**config.mk**
```make
export PLATFORM = sky130hd
export DESIGN_NAME = midi_track_event_parser
export DESIGN_NICKNAME = d
export VERILOG_FILES = /design/src/sv/mtep_pkg.sv /design/src/sv/midi_track_event_parser.sv
export SDC_FILE = /design/constraint.sdc
export NUM_CORES = 1
export LEC_CHECK = 0
export BUFFER_PORTS_ARGS = -buffer_cell sky130_fd_sc_hd__clkbuf_2
export CAP_MARGIN = 20
export CORE_AREA = 2 2 113 115
export CTS_CLUSTER_DIAMETER = 30
export DETAILED_ROUTE_END_ITERATION = 10
export DIE_AREA = 0 0 115 117
export GPL_ROUTABILITY_DRIVEN = 0
export GPL_TIMING_DRIVEN = 0
export PLACE_DENSITY_LB_ADDON = 0.25
export RECOVER_POWER = 50
export SLEW_MARGIN = 20
export SYNTH_ARGS = -nofsm -noshare
export SYNTH_HDL_FRONTEND = slang
export SYNTH_SLANG_ARGS = --single-unit
```
**constraint.sdc**
```tcl
create_clock -name clk -period 6.7 [get_ports clk]
set_input_delay 0.67 -clock clk [delete_from_list [all_inputs] [get_ports clk]]
set_output_delay 0.67 -clock clk [all_outputs]
set_load 0.01 [all_outputs]
```
**src/sv/mtep_pkg.sv**
```systemverilog
package mtep_pkg;

	// Widths of the event fields.
	localparam int DELTA_W = 28;
	localparam int BYTE_W = 8;
	localparam int M_TDATA_W = 64;

	// Default limit on the number of delta-time bytes.
	localparam int MAX_DELTA_BYTES_DEF = 4;

	// Result kinds carried on the output tuser.
	typedef enum logic [1:0] {
		KIND_CHANNEL = 2'd0,
		KIND_META_HDR = 2'd1,
		KIND_META_PAY = 2'd2,
		KIND_ERROR = 2'd3
	} kind_t;

	// Error causes.
	typedef enum logic [1:0] {
		CAUSE_UNSUPPORTED = 2'd0,
		CAUSE_DELTA_LONG = 2'd1,
		CAUSE_TRACK_END = 2'd2
	} cause_t;

	// Bit positions of the output tdata fields.
	localparam int OD_DELTA_LO = 0;
	localparam int OD_STATUS_LO = 28;
	localparam int OD_P1_LO = 36;
	localparam int OD_P2_LO = 44;
	localparam int OD_PAY_LO = 52;
	localparam int OD_CAUSE_LO = 60;
	localparam int OD_PAD_LO = 62;

endpackage

```
**src/sv/midi_track_event_parser.sv**
```systemverilog
// Track event parser for MIDI track data. It takes one byte per request and
// gives at most one result per byte: a channel event when its last parameter
// arrives, a meta header when the meta length arrives, one result per meta
// payload byte, or an error (unsupported system status, a delta longer than
// MAX_DELTA_BYTES bytes, or a track that ends mid-event). After an error no
// results come until a byte with track_begin set. A byte passes an input
// register and one step of the parse state machine into the output register,
// and one byte is accepted every cycle as long as the output side takes
// results; a new byte can still enter an empty input register while a
// result waits.
module midi_track_event_parser
	import mtep_pkg::*;
#(
	parameter int MAX_DELTA_BYTES = MAX_DELTA_BYTES_DEF
) (
	input  logic                 clk,
	input  logic                 arst_n,
	input  logic                 s_tvalid,
	output logic                 s_tready,
	input  logic [BYTE_W-1:0]    s_tdata,  // [7:0] data_byte
	input  logic                 s_tuser,  // [0] track_begin
	input  logic                 s_tlast,  // track_final
	output logic                 m_tvalid,
	input  logic                 m_tready,
	// [27:0] delta_time, [35:28] event_status, [43:36] first_param,
	// [51:44] second_param, [59:52] payload_byte, [61:60] error_cause,
	// [63:62] zero
	output logic [M_TDATA_W-1:0] m_tdata,
	output logic [1:0]           m_tuser,  // [1:0] result_kind
	output logic                 m_tlast   // end_of_event
);

	localparam int CntW = $clog2(MAX_DELTA_BYTES + 1);

	typedef enum logic [2:0] {
		PH_DELTA,
		PH_STATUS,
		PH_P1,
		PH_P2,
		PH_MTYPE,
		PH_MLEN,
		PH_MPAY
	} phase_t;

	// Input stage.
	logic              valid_s1;
	logic [BYTE_W-1:0] data_s1;
	logic              begin_s1;
	logic              final_s1;

	// Parser state.
	phase_t             phase_q;
	logic [DELTA_W-1:0] delta_q;
	logic [CntW-1:0]    cnt_q;
	logic [BYTE_W-1:0]  status_q;
	logic [BYTE_W-1:0]  param_q;
	logic [BYTE_W-1:0]  left_q;
	logic               err_q;

	// Output register.
	logic               out_valid_q;
	kind_t              out_kind_q;
	logic [DELTA_W-1:0] out_delta_q;
	logic [BYTE_W-1:0]  out_status_q;
	logic [BYTE_W-1:0]  out_p1_q;
	logic [BYTE_W-1:0]  out_p2_q;
	logic [BYTE_W-1:0]  out_pay_q;
	cause_t             out_cause_q;
	logic               out_eoe_q;

	// Next state and result of the byte in the input stage.
	phase_t             nxt_phase;
	logic [DELTA_W-1:0] nxt_delta;
	logic [CntW-1:0]    nxt_cnt;
	logic [BYTE_W-1:0]  nxt_status;
	logic [BYTE_W-1:0]  nxt_param;
	logic [BYTE_W-1:0]  nxt_left;
	logic               nxt_err;
	logic [DELTA_W-1:0] cur_delta;
	logic [CntW-1:0]    cnt_upd;
	logic [BYTE_W-1:0]  left_upd;
	logic               ended;
	logic               res_valid;
	kind_t              res_kind;
	logic [DELTA_W-1:0] res_delta;
	logic [BYTE_W-1:0]  res_p1;
	logic [BYTE_W-1:0]  res_p2;
	logic [BYTE_W-1:0]  res_pay;
	cause_t             res_cause;
	logic               res_eoe;
	logic               adv;

	// The input stage moves on when the output register is free or drained.
	assign adv = valid_s1 && (!out_valid_q || m_tready);
	assign s_tready = !valid_s1 || adv;

	// One parse step; a track_begin byte sees cleared state.
	always_comb begin
		nxt_phase = begin_s1 ? PH_DELTA : phase_q;
		nxt_delta = begin_s1 ? '0 : delta_q;
		nxt_cnt = begin_s1 ? '0 : cnt_q;
		nxt_status = begin_s1 ? '0 : status_q;
		nxt_param = begin_s1 ? '0 : param_q;
		nxt_left = begin_s1 ? '0 : left_q;
		nxt_err = begin_s1 ? 1'b0 : err_q;
		cur_delta = nxt_delta;
		cnt_upd = nxt_cnt + CntW'(1);
		left_upd = nxt_left - BYTE_W'(1);
		ended = 1'b0;
		res_valid = 1'b0;
		res_kind = KIND_CHANNEL;
		res_delta = nxt_delta;
		res_p1 = '0;
		res_p2 = '0;
		res_pay = '0;
		res_cause = CAUSE_UNSUPPORTED;
		res_eoe = 1'b0;
		if (!nxt_err) begin
			case (nxt_phase)
				PH_DELTA: begin
					cur_delta = {nxt_delta[DELTA_W-8:0], data_s1[6:0]};
					nxt_delta = cur_delta;
					nxt_cnt = cnt_upd;
					if (!data_s1[7]) begin
						nxt_phase = PH_STATUS;
					end else if (cnt_upd >= CntW'(MAX_DELTA_BYTES)) begin
						res_valid = 1'b1;
						res_kind = KIND_ERROR;
						res_cause = CAUSE_DELTA_LONG;
						res_eoe = 1'b1;
						nxt_err = 1'b1;
					end
				end
				PH_STATUS: begin
					nxt_status = data_s1;
					if (data_s1 == 8'hFF) begin
						nxt_phase = PH_MTYPE;
					end else if (data_s1 >= 8'hF0) begin
						res_valid = 1'b1;
						res_kind = KIND_ERROR;
						res_cause = CAUSE_UNSUPPORTED;
						res_eoe = 1'b1;
						nxt_err = 1'b1;
					end else begin
						nxt_phase = PH_P1;
					end
				end
				PH_P1: begin
					if (nxt_status inside {[8'h80:8'hBF], [8'hE0:8'hEF]}) begin
						nxt_param = data_s1;
						nxt_phase = PH_P2;
					end else begin
						res_valid = 1'b1;
						res_p1 = data_s1;
						res_eoe = 1'b1;
						ended = 1'b1;
					end
				end
				PH_P2: begin
					res_valid = 1'b1;
					res_p1 = nxt_param;
					res_p2 = data_s1;
					res_eoe = 1'b1;
					ended = 1'b1;
				end
				PH_MTYPE: begin
					nxt_param = data_s1;
					nxt_phase = PH_MLEN;
				end
				PH_MLEN: begin
					nxt_left = data_s1;
					res_valid = 1'b1;
					res_kind = KIND_META_HDR;
					res_p1 = nxt_param;
					res_p2 = data_s1;
					res_eoe = (data_s1 == '0);
					ended = (data_s1 == '0);
					nxt_phase = PH_MPAY;
				end
				default: begin
					nxt_left = left_upd;
					res_valid = 1'b1;
					res_kind = KIND_META_PAY;
					res_p1 = nxt_param;
					res_pay = data_s1;
					res_eoe = (left_upd == '0);
					ended = (left_upd == '0);
				end
			endcase
			res_delta = cur_delta;
			// A track that stops before the event is complete is an error.
			if (final_s1 && !ended && !nxt_err) begin
				res_valid = 1'b1;
				res_kind = KIND_ERROR;
				res_p1 = '0;
				res_p2 = '0;
				res_pay = '0;
				res_cause = CAUSE_TRACK_END;
				res_eoe = 1'b1;
				nxt_err = 1'b1;
			end
			if (ended) begin
				nxt_phase = PH_DELTA;
				nxt_delta = '0;
				nxt_cnt = '0;
			end
		end
	end

	// Input register.
	always_ff @(posedge clk or negedge arst_n) begin
		if (!arst_n) begin
			valid_s1 <= 1'b0;
		end else if (s_tready) begin
			valid_s1 <= s_tvalid;
		end
	end

	always_ff @(posedge clk) begin
		if (s_tready && s_tvalid) begin
			data_s1 <= s_tdata;
			begin_s1 <= s_tuser;
			final_s1 <= s_tlast;
		end
	end

	// Parser state registers.
	always_ff @(posedge clk or negedge arst_n) begin
		if (!arst_n) begin
			phase_q <= PH_DELTA;
			delta_q <= '0;
			cnt_q <= '0;
			status_q <= '0;
			param_q <= '0;
			left_q <= '0;
			err_q <= 1'b0;
		end else if (adv) begin
			phase_q <= nxt_phase;
			delta_q <= nxt_delta;
			cnt_q <= nxt_cnt;
			status_q <= nxt_status;
			param_q <= nxt_param;
			left_q <= nxt_left;
			err_q <= nxt_err;
		end
	end

	// Output register valid.
	always_ff @(posedge clk or negedge arst_n) begin
		if (!arst_n) begin
			out_valid_q <= 1'b0;
		end else if (adv) begin
			out_valid_q <= res_valid;
		end else if (m_tready) begin
			out_valid_q <= 1'b0;
		end
	end

	// Output register payload.
	always_ff @(posedge clk) begin
		if (adv && res_valid) begin
			out_kind_q <= res_kind;
			out_delta_q <= res_delta;
			out_status_q <= nxt_status;
			out_p1_q <= res_p1;
			out_p2_q <= res_p2;
			out_pay_q <= res_pay;
			out_cause_q <= res_cause;
			out_eoe_q <= res_eoe;
		end
	end

	assign m_tvalid = out_valid_q;
	assign m_tuser = out_kind_q;
	assign m_tlast = out_eoe_q;
	assign m_tdata = {2'b00, out_cause_q, out_pay_q, out_p2_q, out_p1_q, out_status_q,
		out_delta_q};

endmodule

```
==> results of run 1 <==
sequential cells by signal, indices dropped and copies added, names as in the netlist:
| signal | count |
|---|---|
| m_tvalid | 1 |
| out_cause_q | 2 |
| status_q | 8 |
| out_p2_q | 8 |
| data_s1 | 8 |
| out_status_q | 8 |
| param_q | 8 |
| out_pay_q | 8 |
| delta_q | 28 |
| cnt_q | 3 |
| out_delta_q | 28 |
| phase_q | 3 |
| err_q | 1 |
| left_q | 8 |
| m_tuser | 2 |
| begin_s1 | 1 |
| out_p1_q | 8 |
| final_s1 | 1 |
| valid_s1 | 1 |
| m_tlast | 1 |
through the flow:
step / setup slack, ps / util
global placement: -639 / 0.535
floorplan: 1070 / -
CTS: 2330 / 0.587
finish: 2230 / 0.579
global route: 2020 / 0.579
detailed placement: 2360 / 0.543
synthesized netlist by cell type, types with 2 or more instances:
| library cell | count | area share |
|---|---|---|
| nor4_1 | 5 | 0.0052 |
| a21oi_1 | 40 | 0.033 |
| a21o_1 | 2 | 0.0025 |
| a32oi_1 | 2 | 0.0029 |
| nor3_1 | 30 | 0.025 |
| inv_1 | 6 | 0.0038 |
| edfxtp_1 | 75 | 0.38 |
| mux2i_1 | 2 | 0.0033 |
| nand2_1 | 85 | 0.053 |
| mux2_2 | 15 | 0.028 |
| nor2_1 | 17 | 0.011 |
| clkbuf_1 | 29 | 0.018 |
| o21ai_0 | 31 | 0.026 |
| buf_4 | 2 | 0.0025 |
| nand3_1 | 7 | 0.0058 |
| buf_6 | 3 | 0.0056 |
| nor2b_1 | 6 | 0.0063 |
| o2bb2ai_1 | 2 | 0.0029 |
| nand4b_1 | 2 | 0.0029 |
| a22oi_1 | 10 | 0.013 |
| dfrtp_1 | 61 | 0.25 |
| ha_1 | 3 | 0.0063 |
| and2_1 | 3 | 0.0031 |
| a22o_1 | 40 | 0.058 |
| or4_1 | 2 | 0.0025 |
| nor3b_1 | 2 | 0.0025 |
| nand2b_1 | 6 | 0.0063 |
| o21ai_1 | 2 | 0.0017 |
| xnor2_1 | 2 | 0.0029 |
| nor3b_2 | 2 | 0.0042 |
| buf_2 | 6 | 0.0050 |
metal layers:
metal,GRT usage,share of wire
met1,0.306,0.41
met2,0.338,0.46
met3,0.0577,0.087
met4,0.0972,0.035
met5,0,0
path summary, 6_finish.rpt:
check	start	endpoint	slack, ps
setup / recovery	begin_s1$_DFFE_PP_	out_delta_q[23]$_DFFE_PP_	2230
hold / removal	s_tdata[1]	data_s1[1]$_DFFE_PP_	430
setup reg to reg	begin_s1$_DFFE_PP_	out_delta_q[23]$_DFFE_PP_	2230
hold reg to reg	cnt_q[1]$_DFFE_PN0P_	cnt_q[1]$_DFFE_PN0P_	500
max in group asynchronous	arst_n	delta_q[19]$_DFFE_PN0P_	3580
min in group asynchronous	arst_n	left_q[0]$_DFFE_PN0P_	570
critical path: stages (launching register included):
cell and delay [ps]:
edfxtp_1 500, inv_1 150, clkbuf_1 430, clkbuf_1 480
nand2_1 150, ha_1 230, clkbuf_1 200, o21bai_1 220
a211o_1 310, nand3_2 110, a31oi_4 150, a21oi_1 470
o21ai_4 240, buf_8 230, buf_16 160, buf_16 180
power breakdown:
part,switching (µW),total [µW],leakage (µW),internal [µW]
logic,520,797,0.000930,277
clock network,351,855,0.000256,504
registers,111,1250,0.00154,1140
total,982,2900,0.00272,1920
cell families (layout without fill, tap and decap cells):
logic type      count (synthesis)  count (layout)  synth area share
flops                         136             136             0.630
xor+xnor                        2               2           0.00292
other cells                     1               2          0.000626
simple gates                  177             177             0.141
buf+inv                        46             162            0.0351
mux                            17              17            0.0315
fa+ha+maj                       3               3           0.00626
compound gates                137             137             0.153
final cells by class:
cell class	instances	area, µm²
inverter	6	22.5
clock inverter	14	110
multi-input combinational	338	2020
tap	150	188
fill	1030	5190
clock buffer	18	429
sequential	136	3780
timing repair buffer	84	389
buffer	40	186
==> reports/results.ini, run 1 <==
[outcome]
status = finished, violations left
violations = max-capacitance violations, max-slew violations

[routing]
detail-route-antenna-nets = 0
via_count = 4664
drt-vias-per-instance = 5.93
post_drt_wl_per_cell_um = 18.5
drt-initial-drc-count = 493
wirelength_um = 14500
dr.pass1.iters = 6
drc = 0

[timing]
drv_slew = 38
period_needed_ps = 4470
slew_headroom = -0.368
clock.fmax_mhz = 224
setup_violations = 0
rsz0062_at_grt = false
fin_hold_ws_ps = 430
tightest_slew_ps = 2050
fin_crit_sh = 0.667
finalClockSkew_ps = 7.12
finalHoldViolations = 0
setup_tns_ps = 0

[worst_setup_path]
crit_fanout = 27
reg2reg_depth = 15
end_kind = flop
critPathLaunchType = flop
crit_required_ps = 6860
crit_type = flop to flop
arrival_ps = 4630

[clock_network]
cts.sink_count = 136
cts-hold-fix-buffers = 0
h-tree-depth = 4
cts_made_buffers = 17
clockBufferDepth = 2
path_clk_slew_ps = 60
cts-resized-gates = 0
clkLatencyLatePin_ps = 410
post_cts_buffers = 0
cts_tree = done
cts-root-buf = clkbuf_16

[grt]
grt_pass1_wl_um = 22700
grt_use_total = 0.223
grt_start_max_net_pins = 38
overflow = 0
antenna_found_initial = 0
grt_pass1_vias = 4302

[synth]
synthCells = 519
ys_ff_latch = 136
synthArstFlopShare = 0.449
synthesis.area_um2 = 5990
yosysWarningCount = 0
ys_types = 50
seq_area_frac_synth = 0.630
syn_avg_cell_area_um2 = 11.6
synth-main-ff-cell = edfxtp_1
synth-edff-count = 75

[final_layout]
final_cell_mix = clkbuf_1 (100), nand2_1 (85), edfxtp_1 (75)
num-nets-final = 640
final_common_cell = clkbuf_1
fin_cells = 786
final_area_um2 = 7130
area.growth.synth_to_final_pct = 18.9
drive_gt1_frac = 0.113
antenna_cells = 0

[floorplanning]
placementRows = 41
core-area_um2 = 12300
dieWidth_um = 115
initial_core_util = 0.487
io_pins = 83
die-area_um2 = 13500
die_y_um = 117

[place]
dp_hpwl_um = 9300
dpl_cell_area_um2 = 6690
port_buffers = 80
dp.cells = 754

[power_and_ir_drop]
ir_drop_mv = 0.227
total_power_uw = 2900
p_leak_uw = 0.00272
p_per_area_nw_per_um2 = 407

[hold_path]
hold_path_depth = 1
hold_class = primary input to flop

[job]
maxCapViolCount = 1

No activity file was read; power rests on OpenSTA's default activity.
==> run 2: changes to the inputs <==
- clock period: 6.7 -> 4.35 ns (I/O delays scaled with it)
==> reports/results.ini, run 2 (synthesis gave the netlist of run 1 again) <==
[clock_network]
cts-root-buf = clkbuf_16
cts_tree = done
clkLatencyLatePin_ps = 420  ; about the same
clockBufferDepth = 2  ; unchanged
cts.sink_count = 136  ; unchanged
h-tree-depth = 4  ; unchanged
post_cts_buffers = 0  ; unchanged
cts_made_buffers = 17  ; unchanged
path_clk_slew_ps = 60  ; about the same

[timing]
rsz0062_at_grt = false
slew_headroom = -0.565  ; -0.197
tightest_slew_ps = 2350  ; +295 ps
finalClockSkew_ps = 6.79  ; -0.333 ps
period_needed_ps = 4130  ; -336 ps
setup_violations = 0  ; unchanged
fin_crit_sh = 0.950  ; +0.283
finalHoldViolations = 0  ; unchanged
clock.fmax_mhz = 242  ; +8.1%
drv_slew = 44  ; +16%
fin_hold_ws_ps = 189  ; -241 ps

[routing]
dr.pass1.iters = 5  ; -1
post_drt_wl_per_cell_um = 18.4  ; -0.13%
drc = 0  ; unchanged
wirelength_um = 14500  ; about the same
via_count = 4633  ; -0.66%
detail-route-antenna-nets = 0  ; unchanged
drt-initial-drc-count = 442  ; -10%
drt-vias-per-instance = 5.89  ; -0.79%

[power_and_ir_drop]
share_comb_of_total_power = 0.269  ; -0.006
clkPwrFrac = 0.310  ; +0.015
ir_drop_mv = 0.276  ; +22%
swShare = 0.333  ; -0.00592
power_switching_uw = 1520  ; +55%
intPower_uw = 3050  ; +59%
p_leak_uw = 0.00275  ; +0.84%
p_per_area_nw_per_um2 = 637  ; +57%
p_seq_frac = 0.421  ; -0.010

[place]
dp_hpwl_um = 9380  ; +0.88%
port_buffers = 80  ; unchanged
dpl_cell_area_um2 = 6680  ; -0.22%

[final_layout]
final_cell_mix = clkbuf_1 (100), nand2_1 (85), edfxtp_1 (75)
largestRegisters = delta_q: 28 flops, out_delta_q: 28 flops
area.growth.synth_to_final_pct = 19.7
antenna_cells = 0  ; unchanged
num-nets-final = 641  ; +0.16%
final_util = 0.583  ; +0.00427
drive_gt1_frac = 0.122  ; +0.00924
final_area_um2 = 7180  ; +0.74%
final_common_cell = clkbuf_1

[floorplanning]
dieWidth_um = 115  ; unchanged
initial_core_util = 0.487  ; unchanged
io_pins = 83  ; unchanged
die-area_um2 = 13500  ; unchanged
core-area_um2 = 12300  ; unchanged
die_y_um = 117  ; unchanged
placementRows = 41  ; unchanged

[grt]
grt_use_total = 0.219  ; -0.00371
grt_pass1_vias = 4405  ; +2.4%
overflow = 0  ; unchanged
antenna_found_initial = 0  ; unchanged
grt_pass1_wl_um = 22400  ; -0.94%
grt_start_max_net_pins = 44  ; +16%

[worst_setup_path]
crit_fanout = 27  ; unchanged
arrival_ps = 4250  ; -380 ps
end_kind = flop
critPathLaunchType = flop
crit_type = flop to flop
crit_required_ps = 4470  ; -2390 ps

[outcome]
status = finished, violations left
violations = max-capacitance violations, max-slew violations

[hold_path]
hold_class = primary input to flop

[job]
maxCapViolCount = 1  ; unchanged

run 2: cell types whose count changed in the layout (fill, tap and decap cells not counted), moves of 2 or more:
cell / previous run / this run
o21ai_1: 1 / 3
clkinv_4: 2 / 0
clkbuf_8: 0 / 2
mux2_2: 12 / 15
clkinv_2: 5 / 3
clkinv_1: 2 / 0
mux2_1: 3 / 0
o21ai_0: 31 / 29
inv_6: 0 / 2
run 2: routing by layer:
metal,vias to the layer above,global-route usage,routed length [µm]
met5,-,0,0
met4,0,0.125,433
met3,42,0.0412,1050
met2,224,0.339,6750
met1,2249,0.293,6270
li1,2118,-,-
run 2: power by group through the flow:
stage          clock network, µW  registers (µW)  logic, µW
2_1_floorplan                  0            2000        719
3_3_place_gp                   0            1940       1160
3_5_place_dp                   0            1940       1250
4_1_cts                     1430            1920       1270
5_1_grt                     1480            1960       1350
6_report                    1420            1920       1230
run 2: per-stage QoR:
stage / total power (µW) / std cells / setup slack, ps / TNS [ps]
global route: 4790 / 787 / 67.3 / 0
floorplan: 2720 / 520 / 586 / 0
global placement: 3100 / 750 / -425 / -27050
CTS: 4630 / 787 / 130 / 0
detailed placement: 3190 / 753 / -71.6 / -1860
finish: 4570 / 787 / 218 / 0
run 2: timing repair:
item	in CTS	in global routing
endpoints found under the setup margin	27	27
hold buffers	1	0
pin swaps	1	0
resized for setup	1	2
cloned	1	0
endpoints found under the hold margin	18	0
run 2: worst max-delay path: stages, from the launching register on:
cell,delay (ps)
edfxtp_1,510
inv_1,150
clkbuf_1,400
clkbuf_2,360
nand2_1,130
ha_1,190
clkbuf_1,210
xnor2_1,190
nand4b_1,100
nor2_1,70
a31oi_4,350
a21oi_2,190
o21ai_4,520
buf_16,240
buf_16,190
run 2: path summary, 6_finish.rpt:
| kind | endpoint | slack [ps] | from | cells past startpoint |
|---|---|---|---|---|
| worst min-delay path | data_s1[4]$_DFFE_PP_ | 190 | s_tdata[4] | 1 |
| worst min register to register | cnt_q[1]$_DFFE_PN0P_ | 500 | cnt_q[1]$_DFFE_PN0P_ | 1 |
| min in group asynchronous | status_q[2]$_DFFE_PN0P_ | 730 | arst_n | 2 |
| worst max-delay path | out_delta_q[20]$_DFFE_PP_ | 220 | begin_s1$_DFFE_PP_ | 14 |
| max in group asynchronous | param_q[0]$_DFFE_PN0P_ | 870 | arst_n | 3 |
| worst max register to register | out_delta_q[20]$_DFFE_PP_ | 220 | begin_s1$_DFFE_PP_ | 14 |
run 2: area by class of cell:
type | count | area (µm²)
Buffer | 40 | 188
Clock buffer | 21 | 460
Clock inverter | 11 | 123
Fill cell | 1028 | 5130
Inverter | 6 | 22.5
Multi-Input combinational cell | 339 | 2030
Sequential cell | 136 | 3780
Tap cell | 150 | 188
Timing Repair Buffer | 84 | 384
==> run 3: changes to the inputs <==
- ABC_AREA: not set -> 1
- CORE_AREA: 2 2 113 115 -> 2 2 119 121
- DIE_AREA: 0 0 115 117 -> 0 0 121 123
==> reports/results.ini, run 3 <==
[final_layout]
final_cell_mix = nand2_1 (286), clkbuf_1 (99), edfxtp_1 (75)
num-nets-final = 894  ; +39%
final_area_um2 = 7780  ; +8.4%
drive_gt1_frac = 0.0742  ; -0.0483
antenna_cells = 0  ; unchanged
area.growth.synth_to_final_pct = 17.4
largestRegisters = delta_q: 28 flops, out_delta_q: 28 flops
final_common_cell = nand2_1
final_util = 0.572  ; -0.0112

[clock_network]
clockBufferDepth = 2  ; unchanged
path_clk_slew_ps = 60  ; about the same
cts_made_buffers = 17  ; unchanged
cts-resized-gates = 0  ; -1
cts.sink_count = 136  ; unchanged
cts-root-buf = clkbuf_16
h-tree-depth = 4  ; unchanged
clkLatencyLatePin_ps = 420  ; about the same
post_cts_buffers = 0  ; unchanged
cts_tree = done

[power_and_ir_drop]
p_seq_frac = 0.386  ; -0.035
power_switching_uw = 2050  ; +35%
swShare = 0.386  ; +0.0536
intPower_uw = 3260  ; +6.7%
clkPwrFrac = 0.270  ; -0.040
ir_drop_mv = 0.289  ; +5.0%
p_leak_uw = 0.00340  ; +24%
share_comb_of_total_power = 0.343  ; +0.074
p_per_area_nw_per_um2 = 682  ; +7.0%

[synth]
synth_top_area_share = 0.340  ; -0.0361
yosysWarningCount = 0  ; unchanged
yosysMostFrequentCell = nand2_1
synth-main-ff-cell = edfxtp_1
synthesis.area_um2 = 6630  ; +11%
syn_avg_cell_area_um2 = 8.57  ; -26%
synthArstFlopShare = 0.449  ; unchanged
synth-edff-count = 75  ; unchanged
synthCells = 774  ; +49%
synth_top_area_cell = edfxtp_1
synth_area_leaders = edfxtp_1 (34%), dfrtp_1 (23%), nand2_1 (16%)
synthTopCellsByCount = nand2_1 (285), edfxtp_1 (75), nand3_1 (64), dfrtp_1 (61), nor2_1 (53)
seq_area_frac_synth = 0.570  ; -0.0605
ys_types = 38  ; -24%
ys_ff_latch = 136  ; unchanged

[floorplanning]
core-area_um2 = 13600  ; +11%
dieWidth_um = 121  ; +5.2%
die_y_um = 123  ; +5.1%
placementRows = 43  ; +4.9%
io_pins = 83  ; unchanged
die-area_um2 = 14900  ; +11%
initial_core_util = 0.487  ; about the same

[timing]
clock.fmax_mhz = 259  ; +7.1%
finalClockSkew_ps = 8.15  ; +1.36 ps
slew_headroom = -0.417  ; +0.148
period_needed_ps = 3860  ; -273 ps
rsz0062_at_grt = false
tightest_slew_ps = 2130  ; -222 ps
setup_violations = 0  ; unchanged
setup_slack_ps = 491  ; +273 ps
fin_crit_sh = 0.887  ; -0.0627
finalHoldViolations = 0  ; unchanged
setup_tns_ps = 0  ; unchanged
drv_slew = 38  ; -14%

[routing]
post_drt_wl_per_cell_um = 16.2  ; -12%
drt-initial-drc-count = 614  ; +39%
via_count = 5758  ; +24%
wirelength_um = 17300  ; +19%
drc = 0  ; unchanged
dr.pass1.iters = 8  ; +3
drt-vias-per-instance = 5.38  ; -8.6%
detail-route-antenna-nets = 0  ; unchanged

[grt]
grt_pass1_wl_um = 27400  ; +22%
grt_pass1_vias = 5116  ; +16%
grtUsageMet1 = 0.367  ; +0.0740
grt_util_met2 = 0.343  ; +0.00348
grt_start_max_net_pins = 41  ; -6.8%
antenna_found_initial = 0  ; unchanged
gr-max-usage-layer = met1
grt_use_total = 0.242  ; +0.0233
overflow = 0  ; unchanged
met3_usage = 0.0470  ; +0.00585

[hold_path]
holdPathEnd = data_s1[2]$_DFFE_PP_
hold_path_depth = 1  ; unchanged
min_from = s_tdata[2]
hold_class = primary input to flop

[worst_setup_path]
r2r_start = begin_s1$_DFFE_PP_
arrival_ps = 3970  ; -280 ps
crit_type = flop to flop
slowest_stage = edfxtp_1
cp_common_cell = nand2_1
reg2reg_depth = 15  ; +1
crit_required_ps = 4460  ; about the same
crit_path_max_incr_delay_ps = 510  ; about the same
regToRegSetupSlack_ps = 490  ; +270 ps
end_kind = flop
worst-path-buf-inv = 7  ; +1
r2r-end = m_tlast$_SDFFCE_PP0P_
crit_fanout = 40  ; +48%
cp_top_family = buffers and inverters
critPathLaunchType = flop
crit_chain = inv_2, buf_6, buf_2, buf_1, nand2_1, inv_1, ha_1, a21boi_0, o21ai_1, nor2_1, nor2_2, nand3_1, nand2_1, inv_4, buf_12

[outcome]
violations = max-capacitance violations, max-slew violations
status = finished, violations left

[job]
maxCapViolCount = 1  ; unchanged

[place]
dp_hpwl_um = 11900  ; +26%
place_ws_ps = 606  ; +677 ps
port_buffers = 80  ; unchanged
dpl_cell_area_um2 = 7310  ; +9.4%

run 3: area by class of cell:
| class | count | area, µm² |
|---|---|---|
| fillers | 1269 | 5830 |
| inverters | 51 | 194 |
| flip-flops and latches | 136 | 3780 |
| plain buffers | 40 | 188 |
| repair buffers | 83 | 347 |
| clock inverters | 12 | 151 |
| clock buffers | 20 | 437 |
| well taps | 180 | 225 |
| multi-input cells | 548 | 2460 |
run 3: routing by layer:
layer,wire length [µm],up-vias,share of wire
li1,-,2803,-
met1,7930,2652,0.46
met2,7650,278,0.44
met3,1450,25,0.084
met4,294,0,0.017
met5,0,-,0
run 3: worst max-delay path by stage:
stage | start | end | depth (start not counted)
after floorplan | begin_s1$_DFFE_PP_ | m_tlast$_SDFFCE_PP0P_ | 14
after global placement | begin_s1$_DFFE_PP_ | out_delta_q[21]$_DFFE_PP_ | 14
after detailed placement | begin_s1$_DFFE_PP_ | out_delta_q[25]$_DFFE_PP_ | 15
after CTS | begin_s1$_DFFE_PP_ | out_delta_q[25]$_DFFE_PP_ | 15
after global routing | arst_n | err_q$_DFFE_PN0P_ | 3
final | begin_s1$_DFFE_PP_ | m_tlast$_SDFFCE_PP0P_ | 15
run 3: power groups by stage:
stage          Clock (µW)  Combinational, µW  Sequential, µW
3_5_place_dp            0               1830            2060
2_1_floorplan           0               1220            2090
3_3_place_gp            0               1800            2070
4_1_cts              1460               1850            2050
6_report             1440               1820            2050
5_1_grt              1520               2040            2090
run 3: what timing repair did:
| item | in CTS | in global routing |
|---|---|---|
| endpoints found under the setup margin | 0 | 0 |
| hold endpoints to repair | 24 | 0 |
| hold buffers | 1 | 0 |
run 3: cells by family (layout without fill, tap and decap cells):
kind of cell,Yosys count,count (layout),share of synthesized area
compound gates,109,109,0.0925
xor+xnor,1,1,0.00132
fa+ha+maj,3,3,0.00566
buf+inv,91,206,0.0577
flops,136,136,0.570
other cells,1,2,0.000565
simple gates,433,433,0.272
run 3: metrics by stage:
stage | hold WS, ps | power [µW] | cells
2_1_floorplan | 139 | 3310 | 775
5_1_grt | 172 | 5640 | 1070
4_1_cts | 176 | 5350 | 1070
3_3_place_gp | 462 | 3870 | 1035
3_5_place_dp | 413 | 3900 | 1037
6_report | 191 | 5310 | 1070
run 3: worst register-to-register path: stages, from the launching register on:
cell	delay, ps
edfxtp_1	510
inv_2	240
buf_6	180
buf_2	230
buf_1	470
nand2_1	130
inv_1	110
ha_1	170
a21boi_0	180
o21ai_1	100
nor2_1	200
nor2_2	120
nand3_1	110
nand2_1	140
inv_4	360
buf_12	280
